[src/sv/tmhpc_pkg.sv]
// ----------------------------------------------------------------------------
// tmhpc_pkg
// Types and constants shared by the pump controller modules.
// ----------------------------------------------------------------------------
package tmhpc_pkg;

  localparam int WINDOW     = 5;
  localparam int SLOT_W     = 3;
  localparam int IN_DATA_W  = 48;
  localparam int OUT_DATA_W = 56;
  localparam int CFG_IDX_W  = 8;
  localparam int CFG_DATA_W = 16;

  typedef logic signed [7:0] deg_t;
  typedef logic [15:0]       tick_t;
  typedef logic [6:0]        err_t;
  typedef logic [7:0]        status_t;

  typedef enum logic [CFG_IDX_W-1:0] {
    CFG_ON_THRESHOLD  = 8'd0,
    CFG_OFF_THRESHOLD = 8'd1,
    CFG_FAULT_TIMEOUT = 8'd2,
    CFG_STATUS_PERIOD = 8'd3
  } cfg_idx_t;

  localparam logic OP_SAMPLE   = 1'b0;
  localparam logic OP_TICK     = 1'b1;
  localparam logic KIND_REPORT = 1'b0;
  localparam logic KIND_STATUS = 1'b1;

  localparam deg_t    RESET_ON_THRESHOLD  = 8'sd55;
  localparam deg_t    RESET_OFF_THRESHOLD = 8'sd40;
  localparam tick_t   RESET_FAULT_TIMEOUT = 16'd50000;
  localparam tick_t   RESET_STATUS_PERIOD = 16'd3000;
  localparam deg_t    RING_ENTRY0_RESET   = -8'sd127;
  localparam status_t PROT_TRIP_BIT       = 8'b1000_0000;

endpackage

[src/sv/tmhpc_trim_mean.sv]
// ----------------------------------------------------------------------------
// tmhpc_trim_mean
// Mean of the middle three of five ring entries, truncated toward zero.
// ----------------------------------------------------------------------------
module tmhpc_trim_mean
  import tmhpc_pkg::*;
(
  input  deg_t ring [WINDOW],
  output deg_t mean
);

  localparam int SUM_W  = 11;
  localparam int MAG_W  = 9;
  localparam int PROD_W = 18;
  localparam int RECIP_SHIFT = 9;
  localparam logic [PROD_W-1:0] RECIP_THIRD = 18'd171;

  // The middle three entries sum to the total less the minimum and maximum.
  deg_t                     lo;
  deg_t                     hi;
  logic signed [SUM_W-1:0]  total;
  logic signed [SUM_W-1:0]  mid;
  logic                     neg;
  logic [SUM_W-1:0]         mag;
  logic [PROD_W-1:0]        prod;
  logic [7:0]               quot;

  always_comb begin
    lo    = ring[0];
    hi    = ring[0];
    total = SUM_W'(ring[0]);
    for (int i = 1; i < WINDOW; i++) begin
      if (ring[i] < lo) lo = ring[i];
      if (ring[i] > hi) hi = ring[i];
      total = total + SUM_W'(ring[i]);
    end
    mid  = total - SUM_W'(lo) - SUM_W'(hi);
    neg  = mid[SUM_W-1];
    mag  = neg ? SUM_W'(-mid) : SUM_W'(mid);
    prod = PROD_W'(mag[MAG_W-1:0]) * RECIP_THIRD;
    quot = prod[RECIP_SHIFT+7:RECIP_SHIFT];
    mean = neg ? deg_t'(-quot) : deg_t'(quot);
  end

endmodule

[src/sv/trimmed_mean_hysteresis_pump_control.sv]
// ----------------------------------------------------------------------------
// trimmed_mean_hysteresis_pump_control
// Hysteresis pump control driven by a trimmed-mean temperature filter.
// ----------------------------------------------------------------------------
// An item's result enters the output register in the cycle after its acceptance.
// One item is accepted every cycle while the output register is empty or being
// taken; a new item may enter in the same cycle as the held result is taken.
// Synchronous active-low reset restores thresholds, timers, ring and pump state.
// ----------------------------------------------------------------------------
module trimmed_mean_hysteresis_pump_control
  import tmhpc_pkg::*;
(
  input  logic                  clk,
  input  logic                  rst_n,
  input  logic                  in_tvalid,
  output logic                  in_tready,
  // whole_degrees, sensor_error, protection_ok, raw_word
  input  logic [IN_DATA_W-1:0]  in_tdata,
  // op
  input  logic                  in_tuser,
  output logic                  out_tvalid,
  input  logic                  out_tready,
  // pump_on, trimmed_mean, status_byte, report_word, forced_on, sensor_resync
  output logic [OUT_DATA_W-1:0] out_tdata,
  // kind
  output logic                  out_tuser,
  input  logic                  cfg_valid,
  output logic                  cfg_ready,
  input  logic [CFG_IDX_W-1:0]  cfg_index,
  input  logic [CFG_DATA_W-1:0] cfg_data
);

  deg_t              on_thr_r, off_thr_r;
  tick_t             timeout_r, period_r;
  deg_t              ring_r [WINDOW];
  deg_t              ring_nxt [WINDOW];
  logic [SLOT_W-1:0] slot_r, slot_nxt;
  logic              pump_r, pump_nxt;
  tick_t             fault_r, fault_nxt;
  tick_t             stat_r, stat_nxt;
  status_t           prev_r, prev_nxt;
  logic              out_valid_r, out_valid_nxt;
  logic              out_kind_r, out_kind_nxt;
  logic [OUT_DATA_W-1:0] out_data_r, out_data_nxt;

  logic    in_acc;
  deg_t    deg;
  err_t    err;
  logic    prot;
  logic [31:0] raw;
  deg_t    mean;
  tick_t   fault_eff;
  logic [16:0] fault_inc;
  tick_t   stat_inc;
  logic    emit;
  logic    flag;
  logic    forced;
  status_t status;
  logic    resync;

  assign in_tready  = !out_valid_r || out_tready;
  assign in_acc     = in_tvalid && in_tready;
  assign cfg_ready  = 1'b1;
  assign out_tvalid = out_valid_r;
  assign out_tdata  = out_data_r;
  assign out_tuser  = out_kind_r;

  assign deg  = in_tdata[7:0];
  assign err  = in_tdata[14:8];
  assign prot = in_tdata[15];
  assign raw  = in_tdata[47:16];

  always_comb begin
    for (int i = 0; i < WINDOW; i++) begin
      ring_nxt[i] = (slot_r == SLOT_W'(i)) ? deg : ring_r[i];
    end
  end

  tmhpc_trim_mean u_trim (
    .ring (ring_nxt),
    .mean (mean)
  );

  always_comb begin
    fault_eff = (err == '0) ? '0 : fault_r;
    forced    = fault_eff >= timeout_r;
    flag      = pump_r;
    if (!pump_r) begin
      if (mean >= on_thr_r) flag = 1'b1;
    end else begin
      if (mean <= off_thr_r) flag = 1'b0;
    end
    if (forced) flag = 1'b1;
    status    = {!prot, err};
    resync    = (prev_r != '0) && (status == '0);
    fault_inc = {1'b0, fault_r} + 17'd1;
    stat_inc  = stat_r + 16'd1;
    emit      = stat_inc >= period_r;
  end

  always_comb begin
    slot_nxt      = slot_r;
    pump_nxt      = pump_r;
    fault_nxt     = fault_r;
    stat_nxt      = stat_r;
    prev_nxt      = prev_r;
    out_valid_nxt = out_valid_r && !out_tready;
    out_kind_nxt  = out_kind_r;
    out_data_nxt  = out_data_r;
    if (in_acc) begin
      if (in_tuser == OP_TICK) begin
        fault_nxt = (fault_inc >= {1'b0, timeout_r}) ? timeout_r : fault_inc[15:0];
        stat_nxt  = emit ? '0 : stat_inc;
        if (emit) begin
          out_valid_nxt = 1'b1;
          out_kind_nxt  = KIND_STATUS;
          out_data_nxt  = {{(OUT_DATA_W-1){1'b0}}, pump_r};
        end
      end else begin
        slot_nxt      = (slot_r == SLOT_W'(WINDOW-1)) ? '0 : slot_r + SLOT_W'(1);
        fault_nxt     = fault_eff;
        pump_nxt      = flag;
        prev_nxt      = status;
        out_valid_nxt = 1'b1;
        out_kind_nxt  = KIND_REPORT;
        out_data_nxt  = {5'b0, resync, forced, raw, status, mean, flag};
      end
    end
  end

  always_ff @(posedge clk) begin
    if (!rst_n) begin
      on_thr_r    <= RESET_ON_THRESHOLD;
      off_thr_r   <= RESET_OFF_THRESHOLD;
      timeout_r   <= RESET_FAULT_TIMEOUT;
      period_r    <= RESET_STATUS_PERIOD;
      for (int i = 0; i < WINDOW; i++) begin
        ring_r[i] <= (i == 0) ? RING_ENTRY0_RESET : '0;
      end
      slot_r      <= '0;
      pump_r      <= 1'b0;
      fault_r     <= '0;
      stat_r      <= '0;
      prev_r      <= '0;
      out_valid_r <= 1'b0;
    end else begin
      if (cfg_valid && cfg_ready) begin
        case (cfg_index)
          CFG_ON_THRESHOLD:  on_thr_r  <= cfg_data[7:0];
          CFG_OFF_THRESHOLD: off_thr_r <= cfg_data[7:0];
          CFG_FAULT_TIMEOUT: timeout_r <= cfg_data;
          CFG_STATUS_PERIOD: period_r  <= cfg_data;
          default: ;
        endcase
      end
      if (in_acc && in_tuser == OP_SAMPLE) begin
        ring_r <= ring_nxt;
      end
      slot_r      <= slot_nxt;
      pump_r      <= pump_nxt;
      fault_r     <= fault_nxt;
      stat_r      <= stat_nxt;
      prev_r      <= prev_nxt;
      out_valid_r <= out_valid_nxt;
    end
  end

  always_ff @(posedge clk) begin
    out_kind_r <= out_kind_nxt;
    out_data_r <= out_data_nxt;
  end

  a_slot_range: assert property (@(posedge clk) disable iff (!rst_n)
    slot_r < SLOT_W'(WINDOW))
    else $error("write slot out of range");

  a_sample_reports: assert property (@(posedge clk) disable iff (!rst_n)
    in_acc && in_tuser == OP_SAMPLE |=> out_valid_r && out_kind_r == KIND_REPORT)
    else $error("sample item did not produce a report");

  a_status_clean: assert property (@(posedge clk) disable iff (!rst_n)
    out_valid_r && out_kind_r == KIND_STATUS |-> out_data_r[OUT_DATA_W-1:1] == '0)
    else $error("status result carries report fields");

  a_forced_pump: assert property (@(posedge clk) disable iff (!rst_n)
    out_valid_r && out_data_r[49] |-> out_data_r[0])
    else $error("forced result without pump on");

endmodule
[config.mk]
export PLATFORM = sky130hd
export DESIGN_NAME = trimmed_mean_hysteresis_pump_control
export DESIGN_NICKNAME = d
export VERILOG_FILES = /design/src/sv/tmhpc_pkg.sv /design/src/sv/tmhpc_trim_mean.sv /design/src/sv/trimmed_mean_hysteresis_pump_control.sv
export SDC_FILE = /design/constraint.sdc
export NUM_CORES = 1
export LEC_CHECK = 0
export BUFFER_PORTS_ARGS = -buffer_cell sky130_fd_sc_hd__buf_2
export CORE_MARGIN = 3
export CORE_UTILIZATION = 32
export DETAILED_ROUTE_END_ITERATION = 8
export PLACE_DENSITY_LB_ADDON = 0.12
export SLEW_MARGIN = 25
export SYNTH_ARGS = -nofsm -noshare
export SYNTH_HDL_FRONTEND = slang
export SYNTH_SLANG_ARGS = --single-unit
[constraint.sdc]
create_clock -name clk -period 62.6 [get_ports clk]
set_input_delay 12.52 -clock clk [delete_from_list [all_inputs] [get_ports clk]]
set_output_delay 12.52 -clock clk [all_outputs]
set_load 0.01 [all_outputs]
Word-level counts from Yosys, hierarchy flattened
Index checks and enable logic that the tools add are counted.
{ "word_totals": {"reg_bits": 185, "input_bits": 78, "output_inout_bits": 60, "elab_cells": 101} }
{ "op_classes": {"add_sub_neg": 11, "multipliers": 1, "n_lt_le_gt_ge": 13, "eq_ne": 8, "mux": 30, "n_bitwise": 1, "n_reduce_logical": 20} }
{ "op_table": {"columns": ["cell", "count"], "rows": [
  ["$mux W8", 14],
  ["$mux W51", 2],
  ["$mux W16", 4],
  ["$ge A16 B16 Y1", 2],
  ["$gt A8 B8 Y1", 4],
  ["$lt A8 B8 Y1", 4],
  ["$add A11 B8 Y11", 2],
  ["$sub A11 B8 Y11", 2],
  ["$add A16 B1 Y17 const B", 1],
  ["$ge A17 B16 Y1", 1],
  ["$mul A9 B8 Y17 const B", 1],
  ["$add A16 B1 Y16 const B", 1],
  ["$eq A8 B2 Y1 const B", 2],
  ["$logic_not A8 Y1", 2],
  ["$reduce_and A2 Y1", 7],
  ["$add A9 B8 Y10", 1],
  ["$add A8 B8 Y9", 1],
  ["$mux W9", 1],
  ["$neg A9 Y9", 1],
  ["$eq A8 B1 Y1 const B", 1],
  ["$ge A8 B8 Y1", 1],
  ["$le A8 B8 Y1", 1],
  ["$mux W1", 8],
  ["$neg A8 Y8", 1],
  ["other kinds (13)", 19]
]} }

Longest topological paths before layout
{ "depth": {"depth_word": 22, "mapped_depth": 91, "depth_no_buf": 87} }

Modules after synthesis
Synthesis repeated with hierarchy kept, for this count alone.
{ "unflattened": {"cells_unflattened": 1732, "hier_area_um2": 15628.7} }
{ "by_module_without_submodules": {"columns": ["mod", "n_inst", "cells_per_inst", "area_per_inst_um2", "seq_area_each_um2"], "rows": [
  ["trimmed_mean_hysteresis_pump_control", 1, 1056, 10060.9, 4224.1],
  ["tmhpc_trim_mean", 1, 676, 5567.8, 0.0]
]} }

Least setup slack after synthesis
OpenSTA, ideal clock, no wires.
{ "synth_path": {"kind": "input port to flip-flop", "from": "in in_tdata[5]", "to": "reg out_data_r[0], in the netlist out_tdata[0] (data pin)", "setup_time_ns": 0.267, "t_arrival_ns": 29.776, "t_required_ns": 62.333, "setup_slack_ns": 32.557, "stages": 75, "n_path_buf": 3, "path_cell_list": "mux2i_1 > inv_1 > ha_1 > a21o_1 > a2111oi_0 > o31ai_2 > o221ai_1 > clkbuf_1 > mux2_2 > ha_1 > and4_1 > and3_1 > or2_2 > maj3_1 > maj3_2 > o21ai_4 > mux2i_1 > inv_1 > [... 39 more ...] > ha_1 > a2111oi_0 > and3_1 > a221oi_4 > a31o_2 > a21oi_1 > nor2_1 > a311o_1 > xor2_1 > ha_1 > o21a_1 > o21a_1 > o21a_1 > o311ai_0 > o21ai_0 > a21o_1 > a31oi_1 > a21oi_1"} }
{ "synth_lines": {"columns": ["item", "line", "source"], "rows": [
  ["from (decl)", "trimmed_mean_hysteresis_pump_control.sv:18", "input logic [IN_DATA_W-1:0] in_tdata,"],
  ["to (signal assigned)", "trimmed_mean_hysteresis_pump_control.sv:170", "out_data_r <= out_data_nxt;"],
  ["to (decl)", "trimmed_mean_hysteresis_pump_control.sv:44", "logic [OUT_DATA_W-1:0] out_data_r, out_data_nxt;"]
]} }

==> results.json <==
{
  "yosysMostFrequentCell": "inv_1",
  "cts_tree": "built",
  "start_kind": "input pin",
  "totalWireLength_um": 41600,
  "drv_cap": 0,
  "first_global_vias": 11773,
  "io_buffers": 131,
  "track_usage": 0.168,
  "ant_nets": 0,
  "slowest_stage": "o221ai_1",
  "fmax_mhz": 31.6,
  "grt_max_degree": 90,
  "run_status": "complete, no violations",
  "synth_edf_count": 52,
  "setup_tns_ns": 0,
  "drtPass1Iterations": 5,
  "synth_common_cells": "198 x inv_1, 182 x ha_1, 149 x nand2_1, 133 x dfxtp_1, 119 x nor2_1",
  "avgSynthCellArea_sq_um": 8.92,
  "final.min_clock_period_ns": 31.63,
  "die_w_um": 224,
  "final-hold-violation-count": 0,
  "drive_above_1_share": 0.132,
  "synth_top_area_frac": 0.175,
  "hold_buffers": 0,
  "critPathMaxFanout": 17,
  "antenna_found_initial": 1,
  "ioPinCount": 138,
  "cts-resized-gates": 0,
  "finalMaxSlewViolations": 0,
  "clkTransAtPathRegs_ns": 0.08,
  "clock_skew_ns": 0.0209,
  "post-route-period-util": 0.505,
  "synth_top_cell_by_area": "dfxtp_1",
  "yosysSeqAreaShare": 0.278,
  "drt_iter0_markers": 666,
  "synth-async-reset-ratio": 0,
  "synthFlopType": "dfxtp_1",
  "design_area_sq_um": 17000,
  "dieArea_sq_um": 50100,
  "antenna_cells": 0,
  "drc": 0,
  "dr_total_vias": 11931,
  "critPathArrivalTime_ns": 31.86,
  "slew_headroom": 0.322,
  "hold_path_class": "reg -> reg",
  "place_area_sq_um": 16400,
  "rows": 79,
  "synth_area_leaders": "dfxtp_1 18%, ha_1 15%, edfxtp_1 10%, fa_1 6.6%, mux2i_1 6.2%",
  "dp_hpwl_um": 31700,
  "postCtsSetupBuffers": 0,
  "via_per_inst": 4.93,
  "critPathCapture": "out_tdata[0]",
  "r2r-end": "out_tdata[0]",
  "cp_common_cell": "ha_1",
  "coreArea_sq_um": 46800,
  "endpoint_kind": "flip-flop",
  "area_delta_synth_final_pct": 12.3,
  "numCtsBuffers": 17,
  "die_h_um": 224,
  "postSynthCellCount": 1701,
  "rsz0062_at_grt": "no",
  "cp.required_ns": 62.82,
  "netlist_area_sq_um": 15200,
  "place_congestion": 0.837,
  "crit_path_start": "in_tdata[5]",
  "cts_root_buf": "clkbuf_16",
  "setup_viol": 0,
  "worst_hold_slack_ns": 0.457,
  "clk_latency_ns": 0.49,
  "clock-sinks": 185,
  "wl_per_cell_um": 17.2,
  "tightest_slew_ns": 1.01,
  "grt_pass1_wl_um": 66000,
  "grt_overflow": 0,
  "r2r_slack_ns": 41.62,
  "yosys.cell_types.count": 83,
  "yosysWarnings": 0,
  "h-tree-depth": 4,
  "final_nets": 2110,
  "slowest_delay_ns": 0.73,
  "criticalPathCategory": "in -> reg",
  "cts.path.max_buffers": 2,
  "ys_ff_latch": 185,
  "worst-r2r-cell-count": 74,
  "r2r_start": "slot_r[1]",
  "start_util": 0.325
}
==> through the flow <==
stage	std cells	util	setup slack, ns
finish	2420	0.365	30.97
global route	2420	0.365	29.36
global placement	2388	0.351	30.59
detailed placement	2388	0.351	30.25
CTS	2420	0.364	30.78
floorplan	1705	-	32.56
==> critical path, delay by kind of cell <==
family,cells,cell delay (ns)
AOI/OAI and AO/OA,30,7.95
adders and majority gates,16,6.18
muxes,6,2.51
and+or+nand+nor,11,1.53
buffers and inverters,7,0.59
xor gates and xnor gates,2,0.50
==> final cells by class <==
class / count / area [sq um]
clock inverter: 12 / 149
timing repair buffer: 149 / 795
fill: 4838 / 29700
inverter: 199 / 747
sequential: 185 / 4220
clock buffer: 20 / 468
multi-input combinational: 1248 / 9900
tap: 607 / 759
==> per-layer routing <==
layer	wire length, um	track usage
met5	13	0
met4	544	0.0444
met3	1510	0.0304
met2	18800	0.273
met1	20700	0.231
==> sequential cells by signal, indices dropped and copies added (netlist names), 3 cells and up <==
name       flops
period_r      16
out_tdata     51
prev_r         8
ring_r        40
on_thr_r       8
stat_r        16
off_thr_r      8
timeout_r     16
slot_r         3
fault_r       16
==> cells in the final DEF (no fill, tap or decap), types with 6 or more instances in the layout <==
| master | Yosys | routed |
|---|---|---|
| nand2_1 | 149 | 149 |
| mux2i_1 | 94 | 93 |
| nand2b_1 | 14 | 14 |
| conb_1 | 2 | 6 |
| a21o_1 | 28 | 28 |
| fa_1 | 50 | 50 |
| xor2_1 | 30 | 30 |
| buf_4 | 6 | 17 |
| xnor2_1 | 35 | 35 |
| mux2_2 | 26 | 26 |
| o21ai_0 | 62 | 62 |
| a211oi_1 | 38 | 38 |
| nor2b_1 | 63 | 63 |
| o211ai_1 | 24 | 24 |
| clkbuf_16 | 0 | 18 |
| o21a_1 | 15 | 14 |
| or3_1 | 7 | 7 |
| a21oi_1 | 85 | 84 |
| nand4_1 | 10 | 10 |
| nor3_1 | 25 | 25 |
| ha_1 | 182 | 182 |
| nor4_1 | 7 | 7 |
| inv_1 | 198 | 198 |
| dfxtp_1 | 133 | 133 |
| buf_2 | 6 | 131 |
| nor2_1 | 119 | 118 |
| a31oi_1 | 8 | 8 |
| edfxtp_1 | 52 | 52 |
| nand3_1 | 31 | 31 |
| and3_1 | 20 | 20 |
| and2_1 | 17 | 17 |
==> cells by family (layout without fill, tap and decap cells) <==
family	after synthesis	after routing	share of synthesized area
AOI/OAI and AO/OA	323	323	0.144
xor gates and xnor gates	66	66	0.0390
adders and majority gates	234	234	0.217
buffers and inverters	272	380	0.0724
DFF	185	185	0.278
muxes	127	127	0.0887
other	2	6	0.000495
and+or+nand+nor	492	492	0.160
==> worst min-delay path by stage <==
stage                startpoint           to  slack [ns]  depth (start not counted)
global placement      prev_r[2]    prev_r[2]        0.44                          2
finish                prev_r[6]    prev_r[6]        0.46                          2
CTS                   prev_r[6]    prev_r[6]        0.46                          2
floorplan             prev_r[2]    prev_r[2]        0.44                          2
global route        period_r[1]  period_r[1]        0.48                          2
detailed placement    prev_r[6]    prev_r[6]        0.45                          2
Power is not shown: default switching activity piles up to over one toggle a cycle in this logic, so the estimate is an artifact.
